## config.mk

```make
export PLATFORM = sky130hd
export DESIGN_NAME = mixed_sign_add_sub_overflow_unit_core
export DESIGN_NICKNAME = d
export VERILOG_FILES = /design/src/design/msasou_pkg.sv /design/src/design/mixed_sign_add_sub_overflow_unit_core.sv
export SDC_FILE = /design/constraint.sdc
export NUM_CORES = 2
export LEC_CHECK = 0
export BUFFER_PORTS_ARGS = -buffer_cell sky130_fd_sc_hd__buf_2
export CAP_MARGIN = 20
export CELL_PAD_IN_SITES_DETAIL_PLACEMENT = 0
export CELL_PAD_IN_SITES_GLOBAL_PLACEMENT = 1
export CORE_ASPECT_RATIO = 0.9
export CORE_UTILIZATION = 39
export CTS_CLUSTER_SIZE = 20
export DETAILED_ROUTE_END_ITERATION = 8
export MAX_ROUTING_LAYER = met4
export PLACE_DENSITY_LB_ADDON = 0.1
export SLEW_MARGIN = 20
export SYNTH_ARGS = -nofsm -noshare
export SYNTH_HDL_FRONTEND = slang
export SYNTH_SLANG_ARGS = --single-unit
```

## constraint.sdc

```tcl
create_clock -name clk_i -period 61.5 [get_ports clk_i]
set_input_delay 9.225 -clock clk_i [delete_from_list [all_inputs] [get_ports clk_i]]
set_output_delay 9.225 -clock clk_i [all_outputs]
set_load 0.05 [all_outputs]
```

## src/design/msasou_pkg.sv

```systemverilog
// types, constants and helper functions for the mixed-sign add/sub unit
// no dependencies; imported by mixed_sign_add_sub_overflow_unit_core

package msasou_pkg;

  localparam logic [63:0] SignBit  = 64'h8000_0000_0000_0000;
  localparam logic [63:0] I64Max   = 64'h7FFF_FFFF_FFFF_FFFF;
  localparam logic [10:0] ExpAllOnes = 11'h7FF;
  localparam logic [11:0] ExpLimit = 12'd2047;
  localparam logic [11:0] ConvBias = 12'd1086;

  // one input item
  typedef struct packed {
    logic        kind;
    logic [63:0] a_bits;
    logic        a_is_double;
    logic        a_is_unsigned;
    logic [63:0] b_bits;
    logic        b_is_double;
    logic        b_is_unsigned;
  } in_t;

  // one result item
  typedef struct packed {
    logic [63:0] sum_bits;
    logic        sum_is_double;
    logic        sum_is_unsigned;
    logic        overflow;
  } out_t;

  // integer result with its overflow flag
  typedef struct packed {
    logic [63:0] bits;
    logic        ovf;
  } int_res_t;

  // operand prepared for conversion to double
  typedef struct packed {
    logic        dbl;
    logic        neg;
    logic        zero;
    logic [6:0]  lz;
    logic [63:0] val;
  } conv_t;

  // leading zero count of a 64-bit word, 64 when all zero
  function automatic logic [6:0] lzc64(input logic [63:0] v);
    logic [6:0] n;
    n = 7'd64;
    for (int i = 0; i < 64; i++) begin
      if (v[i]) n = 7'(63 - i);
    end
    return n;
  endfunction

  function automatic logic add_wraps(input logic [63:0] x, input logic [63:0] y);
    logic [64:0] s;
    s = {1'b0, x} + {1'b0, y};
    return s[64];
  endfunction

  // bigint add/sub with mixed-sign overflow rules
  function automatic int_res_t int_op(input logic sub, input logic [63:0] x,
                                      input logic xu, input logic [63:0] y,
                                      input logic yu);
    int_res_t   res;
    logic [63:0] r;
    logic        r_uns;
    logic        early;
    logic        res_uns;
    r       = sub ? x - y : x + y;
    r_uns   = 1'b0;
    early   = 1'b0;
    res_uns = xu | yu;
    if (!sub) begin
      if (xu) begin
        if (yu || !y[63]) begin
          if (add_wraps(x, y)) early = 1'b1;
          else r_uns = 1'b1;
        end else if (x > I64Max) begin
          r_uns = 1'b1;
        end
      end else if (yu) begin
        if (!x[63]) begin
          if (add_wraps(x, y)) early = 1'b1;
          else r_uns = 1'b1;
        end else if (y > I64Max) begin
          r_uns = 1'b1;
        end
      end else begin
        if (!x[63] && !y[63]) r_uns = 1'b1;
        else if (x[63] && y[63] && !r[63]) early = 1'b1;
      end
    end else begin
      if (xu) begin
        if (yu) begin
          if (x < y) begin
            if (!r[63]) early = 1'b1;
          end else begin
            r_uns = 1'b1;
          end
        end else if (!y[63]) begin
          if (x > y) r_uns = 1'b1;
        end else begin
          if (add_wraps(x, 64'd0 - y)) early = 1'b1;
          else r_uns = 1'b1;
        end
      end else if (yu) begin
        if ((x + SignBit) < y) early = 1'b1;
      end else begin
        if (!x[63] && y[63]) r_uns = 1'b1;
        else if (x[63] && !y[63] && (y != 64'd0) && !r[63]) early = 1'b1;
      end
    end
    res.bits = r;
    res.ovf  = early || (res_uns && !r_uns && r[63]) ||
               (!res_uns && r_uns && (r > I64Max));
    return res;
  endfunction

  // first half of integer to double: magnitude and its leading zeros
  function automatic conv_t conv_prep(input logic [63:0] bits, input logic dbl,
                                      input logic uns);
    conv_t c;
    logic [63:0] mag;
    mag    = (uns || !bits[63]) ? bits : 64'd0 - bits;
    c.dbl  = dbl;
    c.neg  = !uns && bits[63];
    c.zero = (mag == 64'd0);
    c.lz   = lzc64(mag);
    c.val  = dbl ? bits : mag;
    return c;
  endfunction

  // second half: normalise and round to nearest even
  function automatic logic [63:0] conv_fin(input conv_t c);
    logic [63:0] norm;
    logic [11:0] e;
    logic        up;
    logic [53:0] t;
    logic [51:0] mant;
    norm = c.val << c.lz[5:0];
    e    = ConvBias - {5'd0, c.lz};
    up   = norm[10] && ((|norm[9:0]) || norm[11]);
    t    = {1'b0, 1'b1, norm[62:11]} + {53'd0, up};
    if (t[53]) begin
      e    = e + 12'd1;
      mant = '0;
    end else begin
      mant = t[51:0];
    end
    if (c.dbl) return c.val;
    else if (c.zero) return 64'd0;
    else return {c.neg, e[10:0], mant};
  endfunction

endpackage

```

## src/design/mixed_sign_add_sub_overflow_unit_core.sv

```systemverilog
// six-stage pipelined add/sub of typed 64-bit operands (bigint or double)
// depends on msasou_pkg for payload types and helper functions

// Takes one operand pair per cycle and gives one result per cycle, while the
// output is not stalled, after six register stages: operand decode and integer
// result, integer-to-double conversion, exponent alignment, significand add,
// normalisation, rounding and packing. out_valid_o is the last of the valid
// bits that move down the pipe with the data. A stall on the output with a
// result waiting freezes the whole pipeline and is passed straight to the input.
// Overflow (integer out of range, or a non-finite double) gives zero result bits.
module mixed_sign_add_sub_overflow_unit_core (
  input  logic               clk_i,
  input  logic               rst_ni,
  input  logic               in_valid_i,
  output logic               in_stall_o,
  input  msasou_pkg::in_t    in_data_i,
  output logic               out_valid_o,
  input  logic               out_stall_i,
  output msasou_pkg::out_t   out_data_o
);
  import msasou_pkg::*;

  logic       en;
  logic [5:0] vld_q;

  assign en          = !(vld_q[5] && out_stall_i);
  assign in_stall_o  = !en;
  assign out_valid_o = vld_q[5];

  // valid bits
  always_ff @(posedge clk_i or negedge rst_ni) begin
    if (!rst_ni) begin
      vld_q <= '0;
    end else if (en) begin
      vld_q <= {vld_q[4:0], in_valid_i};
    end
  end

  // type flags and integer result carried down the pipe, one slot per stage before the output register
  logic        dbl_q [5];
  logic        uns_q [5];
  int_res_t    ir_q  [5];

  always_ff @(posedge clk_i) begin
    if (en) begin
      dbl_q[0] <= in_data_i.a_is_double | in_data_i.b_is_double;
      uns_q[0] <= in_data_i.a_is_unsigned | in_data_i.b_is_unsigned;
      ir_q[0]  <= int_op(in_data_i.kind, in_data_i.a_bits, in_data_i.a_is_unsigned,
                         in_data_i.b_bits, in_data_i.b_is_unsigned);
      for (int i = 1; i < 5; i++) begin
        dbl_q[i] <= dbl_q[i-1];
        uns_q[i] <= uns_q[i-1];
        ir_q[i]  <= ir_q[i-1];
      end
    end
  end

  // stage 1: decode, integer op, conversion prep
  logic  sub1_q;
  conv_t ca1_q, cb1_q;
  always_ff @(posedge clk_i) begin
    if (en) begin
      sub1_q   <= in_data_i.kind;
      ca1_q    <= conv_prep(in_data_i.a_bits, in_data_i.a_is_double, in_data_i.a_is_unsigned);
      cb1_q    <= conv_prep(in_data_i.b_bits, in_data_i.b_is_double, in_data_i.b_is_unsigned);
    end
  end

  // stage 2: finish conversion to double
  logic        sub2_q;
  logic [63:0] xa2_q, xb2_q;
  always_ff @(posedge clk_i) begin
    if (en) begin
      sub2_q <= sub1_q;
      xa2_q  <= conv_fin(ca1_q);
      xb2_q  <= conv_fin(cb1_q);
    end
  end

  // stage 3: unpack, order by magnitude, align smaller operand
  logic [10:0]  ea3, eb3, e_big, e_sml, d3;
  logic [51:0]  f_big, f_sml;
  logic         sa3, sb3, swap3, s_big, s_sml;
  logic [5:0]   sh3;
  logic [55:0]  sml_ext;
  logic [111:0] sml_sh;
  logic [55:0]  big_ext, sml_al;
  always_comb begin
    ea3   = xa2_q[62:52];
    eb3   = xb2_q[62:52];
    sa3   = xa2_q[63];
    sb3   = xb2_q[63] ^ sub2_q;
    swap3 = xb2_q[62:0] > xa2_q[62:0];
    e_big = swap3 ? eb3 : ea3;
    e_sml = swap3 ? ea3 : eb3;
    f_big = swap3 ? xb2_q[51:0] : xa2_q[51:0];
    f_sml = swap3 ? xa2_q[51:0] : xb2_q[51:0];
    s_big = swap3 ? sb3 : sa3;
    s_sml = swap3 ? sa3 : sb3;
    big_ext = {(e_big != 11'd0), f_big, 3'b000};
    sml_ext = {(e_sml != 11'd0), f_sml, 3'b000};
    d3 = ((e_big == 11'd0) ? 11'd1 : e_big) - ((e_sml == 11'd0) ? 11'd1 : e_sml);
    sh3 = (d3 > 11'd63) ? 6'd63 : d3[5:0];
    sml_sh = {sml_ext, 56'd0} >> sh3;
    sml_al = sml_sh[111:56] | {55'd0, (|sml_sh[55:0])};
  end

  logic        spec3_q, sign3_q, esub3_q;
  logic [11:0] e3_q;
  logic [55:0] mb3_q, ms3_q;
  always_ff @(posedge clk_i) begin
    if (en) begin
      spec3_q  <= (ea3 == ExpAllOnes) || (eb3 == ExpAllOnes);
      sign3_q  <= s_big;
      esub3_q  <= s_big ^ s_sml;
      e3_q     <= {1'b0, (e_big == 11'd0) ? 11'd1 : e_big};
      mb3_q    <= big_ext;
      ms3_q    <= sml_al;
    end
  end

  // stage 4: significand add or subtract, leading zeros
  logic [56:0] r4;
  assign r4 = esub3_q ? ({1'b0, mb3_q} - {1'b0, ms3_q}) : ({1'b0, mb3_q} + {1'b0, ms3_q});

  logic        spec4_q, sign4_q, zs4_q;
  logic [11:0] e4_q;
  logic [56:0] r4_q;
  logic [6:0]  lz4_q;
  always_ff @(posedge clk_i) begin
    if (en) begin
      spec4_q  <= spec3_q;
      sign4_q  <= sign3_q;
      zs4_q    <= esub3_q ? 1'b0 : sign3_q;
      e4_q     <= e3_q;
      r4_q     <= r4;
      lz4_q    <= lzc64({r4[55:0], 8'hFF});
    end
  end

  // stage 5: normalise, limited by the subnormal exponent
  logic [11:0] lim5, sh5, e5;
  logic [55:0] n5;
  always_comb begin
    lim5 = e4_q - 12'd1;
    sh5  = ({5'd0, lz4_q} > lim5) ? lim5 : {5'd0, lz4_q};
    if (r4_q[56]) begin
      n5 = {r4_q[56:2], r4_q[1] | r4_q[0]};
      e5 = e4_q + 12'd1;
    end else begin
      n5 = r4_q[55:0] << sh5[5:0];
      e5 = e4_q - sh5;
    end
  end

  logic        spec5_q, sign5_q, zs5_q, zero5_q;
  logic [11:0] e5_q;
  logic [55:0] n5_q;
  always_ff @(posedge clk_i) begin
    if (en) begin
      spec5_q  <= spec4_q;
      sign5_q  <= sign4_q;
      zs5_q    <= zs4_q;
      zero5_q  <= (r4_q == 57'd0);
      e5_q     <= e5;
      n5_q     <= n5;
    end
  end

  // stage 6: round to nearest even, pack, select result type
  logic        up6, hid6, ovf6, dovf6;
  logic [53:0] t6;
  logic [51:0] m6;
  logic [11:0] e6, ef6;
  logic [63:0] dbits6;
  out_t        res6;
  always_comb begin
    up6 = n5_q[2] && ((|n5_q[1:0]) || n5_q[3]);
    t6  = {1'b0, n5_q[55:3]} + {53'd0, up6};
    if (t6[53]) begin
      hid6 = 1'b1;
      m6   = '0;
      e6   = e5_q + 12'd1;
    end else begin
      hid6 = t6[52];
      m6   = t6[51:0];
      e6   = e5_q;
    end
    ef6    = hid6 ? e6 : 12'd0;
    dovf6  = spec5_q || (!zero5_q && (ef6 >= ExpLimit));
    dbits6 = zero5_q ? {zs5_q, 63'd0} : {sign5_q, ef6[10:0], m6};
    ovf6   = dbl_q[4] ? dovf6 : ir_q[4].ovf;
    res6.overflow        = ovf6;
    res6.sum_is_double   = dbl_q[4];
    res6.sum_is_unsigned = !dbl_q[4] && uns_q[4];
    res6.sum_bits        = ovf6 ? 64'd0 : (dbl_q[4] ? dbits6 : ir_q[4].bits);
  end

  out_t out_q;
  always_ff @(posedge clk_i) begin
    if (en) begin
      out_q <= res6;
    end
  end

  assign out_data_o = out_q;

endmodule
```

# ---- Word level (Yosys, flattened, before mapping)
# Memory sizes are Yosys's and may differ from the RTL's.
# Index checks and enable logic that the tools add are counted.
dict set report word_totals {
  inputBits 137
  out_inout_bits 69
  ramBits 335
  mem_count 3
  ff_bits 624
}
# name words word_bits read_ports rd_clocked_by_memory_dff write_ports line_no
set mem_list {}
lappend mem_list {ir_q 5 65 5 0 5 mixed_sign_add_sub_overflow_unit_core.sv:42} ;# int_res_t ir_q [5];
lappend mem_list {dbl_q 5 1 5 0 5 mixed_sign_add_sub_overflow_unit_core.sv:40} ;# logic dbl_q [5];
lappend mem_list {uns_q 5 1 5 0 5 mixed_sign_add_sub_overflow_unit_core.sv:41} ;# logic uns_q [5];
dict set report op_classes {
  shifts 4
  muxes 252
  add_sub_neg 21
  eq_ne 2
  n_reduce_logical 67
  bitwise_logic 6
  magnitude_cmp 10
}
# operator n
set ops {}
lappend ops {{64-bit two-way mux} 11}
lappend ops {{6-bit two-way mux} 86}
lappend ops {{52-bit two-way mux} 5}
lappend ops {{5-bit two-way mux} 48}
lappend ops {{64-bit by 63-bit > comparator with 1-bit output, second input constant} 3}
lappend ops {{53-bit by 1-bit adder with 54-bit output} 3}
lappend ops {{64-bit by 64-bit adder with 65-bit output} 2}
lappend ops {{64-bit logical NOT} 2}
lappend ops {{64-bit less-than comparator} 2}
lappend ops {{64-bit by 6-bit << shifter with 63-bit output} 2}
lappend ops {{1-bit by 64-bit subtractor with 64-bit output, first input constant} 2}
lappend ops {{63-bit OR reduction} 2}
lappend ops {{112-bit by 6-bit >> shifter with 112-bit output} 1}
lappend ops {{4-bit two-way mux} 25}
lappend ops {{32-bit OR reduction} 3}
lappend ops {{11-bit two-way mux} 6}
lappend ops {{64-bit adder} 1}
lappend ops {{64-bit adder, second input constant} 1}
lappend ops {{64-bit > comparator} 1}
lappend ops {{64-bit nonzero test} 1}
lappend ops {{64-bit subtractor} 1}
lappend ops {{63-bit > comparator} 1}
lappend ops {{56-bit by 56-bit adder with 57-bit output} 1}
lappend ops {{57-bit logical NOT} 1}
lappend ops {{other kinds (35)} 151}

# ---- Depth between registers and ports, before layout
dict set report depth {
  ltp_word 66
  mapped_depth 41
  ltp_nobuf 32
}

# ---- Least setup slack after synthesis
# Ideal clock, no wire load.
dict set report synth_timing {
  kind {input to output}
  from {input port out_stall_i}
  to {output port in_stall_o}
  path_slack_ns 16.535
  required_time_ns 52.275
  stages 2
  t_arrival_ns 35.740
  path_cell_list {nand2_1 -> inv_1}
}
dict set report synth_between {
  elab_chain_len 1
}
# element line_no
set synth_rtl {}
lappend synth_rtl {{start: declaration} mixed_sign_add_sub_overflow_unit_core.sv:18} ;# input logic out_stall_i,
lappend synth_rtl {{1-bit logical AND} mixed_sign_add_sub_overflow_unit_core.sv:26} ;# assign en = !(vld_q[5] && out_stall_i);
lappend synth_rtl {{end: declaration} mixed_sign_add_sub_overflow_unit_core.sv:15} ;# output logic in_stall_o,
# Every way passes these cells.

# ---- Final worst setup path
# Same ends and word-level chain as after synthesis.

==> out/summary.txt <==
predominant post-synthesis flop cell: edfxtp_1
number of port buffers: 205
Filler cells: 20,400
Final ANT Viol Nets: 0
crit path time final: 19.39 ns
Min-Delay Path Class: reg -> reg
htree depth: 3
syn_area_per_cell: 9.17 um^2
P_int: 2.56 mW
Simple-Gate Fraction of Synth Area: 0.163
final max-slew violation count: 0
routed length per instance: 29.9 um
RSZ-0062 raised after global routing: no
number of flops mapped to enable cells by yosys: 952
PwrDens: 61.0 mW/mm^2
I/O pin total: 206
largest net degree at the start of global routing: 83
# DRC: 0
Synth Cell Area: 0.0814 mm^2
DR iter-0 viols: 8,028
Total GRT Usage: 0.327
first-pass GRT wire length: 493 mm
outcome: completed
final setup fails: 0
Worst-Margin Slew: 1.30 ns
Setup Buffers After CTS: 0
Synth Instances: 8,880
std cell rows: 158
sequential share of power: 0.251
FF+latch count, synth: 958
power share of the combinational group: 0.628
Placed Cells: 11,400
CTS tree: yes
Sw Ratio: 0.526
Hold Worst Slack: 0.386 ns
Post-Synth Adder-Cell Area: 0.0630
max-cap viol count: 0
XOR/XNOR Fraction of Synth Area: 0.0577
via/cell ratio: 6.23
CTS root buf: clkbuf_16
Remaining Overflow, GRT: 0
Clock Sinks: 958
Post-Route Setup TNS: 0 ns
Pwr Total: 5.39 mW
Die Area: 0.211 mm^2
crit start category: input port
number of global-route vias before repair: 67,500
crit path max fanout: 55
Worst setup EP type: output pin
Syn Nets: 9,424
commonest non-fill, non-tap cells in the layout: edfxtp_1, nand2_1, nor2_1
critical path data arrival time: 10.17 ns
clock slew at reported path FFs: 0.06 ns
Yosys Warn Count: 0
Chip Width: 484 um
nets@finish: 9,299
Netlist cell types: 124
Worst Skew: 0.0771 ns
commonest non-fill, non-tap cell in the layout: edfxtp_1
combinational family with the most area after synthesis: compound AO/OA/AOI/OAI gates
Post-CTS Resized: 0
final non-filler cell total: 11,600
Core ar.: 0.207 mm^2
# hold bufs at CTS: 0
layout cell share with drive strength beyond 1: 0.107
Compound-Gate Fraction of Synth Area: 0.203
initial antenna violation count: 33
DR vias: 72,100
routability cong.: 0.981
mux cell area share after synthesis: 0.110
clock network fraction of total power: 0.121
relative slew slack: 0.129
highest clock rate: 51.6 MHz
first-pass iteration count of the detailed router: 8
final wirelength: 347 mm
DIE HEIGHT: 435 um
Fin. Hold Viols: 0
total CTS buffers: 103
Worst EP required: 52.28 ns
Starting Density: 0.394
clk_lat worst skew: 0.76 ns
Post-synth ARST share: 0.00626
Layout Area Growth over Synthesis: 8.49%
Net Sw Power: 2.83 mW
crit share post-route: 0.315
clock buffer depth: 3
post-synthesis sequential area ratio: 0.353
worst setup path class: in -> out
Worst VDD drop: 0.0588 mV
Worst R2R Setup Slack: 49.17 ns
post-layout util: 0.427
LEAKAGE: 33.6 nW
DP HPWL: 274 mm
==> cell usage after synthesis, drive strengths merged (135+ instances only) <==
cell    instances  area [um^2]
mux4          155         3510
nand2         835         3150
nand3         187          941
inv           421         1580
nor3          228         1200
ha            402         5030
a211oi        144         1090
buf           184          998
a21oi         613         3070
xnor2         412         3610
o21ai         563         2830
nor2          791         2990
mux2i         393         3940
edfxtp        952        28600
mux2          135         1520
clkbuf        397         1490
==> layout make-up <==
cell class              count  area [um^2]  area share
clock buffers             115         2620      0.0297
inverters                 426         1600      0.0181
well taps                2720         3400      0.0385
clock inverters            75          947      0.0107
flip-flops and latches    958        28700       0.325
repair buffers            351         2120      0.0240
diodes                     13         32.5    0.000368
multi-input cells        6915        48900       0.553
==> power groups by stage <==
stage               clock [mW]  combinational, mW  sequential [mW]
detailed placement           0               3.30             1.36
floorplan                    0               2.11             1.47
global placement             0               3.30             1.35
global route             0.690               3.60             1.37
CTS                      0.667               3.31             1.35
finish                   0.650               3.39             1.35
==> cells by family after synthesis <==
logic type | after synthesis
xor gates and xnor gates | 536
adders and majority gates | 407
and+or+nand+nor | 2784
muxes | 683
AOI/OAI and AO/OA | 2505
DFF | 958
buffers and inverters | 1007
==> per-layer routing <==
layer  global-route usage  wire, um
met3               0.0591     26700
met5                    -         0
met1                0.452    157000
met2                0.482    151000
met4                0.106     12600
==> per-stage QoR <==
step	setup slack (ns)	area, um^2
floorplan	16.54	81400
global placement	42.05	84600
detailed placement	42.06	84700
CTS	42.07	88300
global route	42.01	88300
finish	42.11	88300
==> critical path, cell delays in order <==
cell and delay, ns:
buf_2 0.11, nand2_4 0.52, inv_1 0.07, buf_2 0.23
==> registers in the layout, indices dropped and copies added, names as in the netlist, 5 cells and up <==
register / cells
r4_q: 57
cb1_q: 74
e3_q: 11
dbl_q: 5
out_data_o: 67
ir_q: 325
lz4_q: 6
uns_q: 5
e5_q: 12
mb3_q: 53
e4_q: 11
vld_q: 6
xb2_q: 64
ca1_q: 74
ms3_q: 56
xa2_q: 64
n5_q: 56
==> final timing paths <==
kind,startpoint,cells after the start,to
worst max register to register,xa2_q[62]$_DFFE_PN_,34,ms3_q[0]$_DFFE_PN_
worst max-delay path,out_stall_i,4,in_stall_o
min in group asynchronous,rst_ni,1,vld_q[3]$_DFFE_PN0N_
worst min-delay path,ir_q[0][246]$_DFFE_PN_,0,ir_q[0][311]$_DFFE_PN_
max in group asynchronous,rst_ni,1,vld_q[0]$_DFFE_PN0N_
worst min register to register,ir_q[0][246]$_DFFE_PN_,0,ir_q[0][311]$_DFFE_PN_
(Power assumes the default switching activity.)
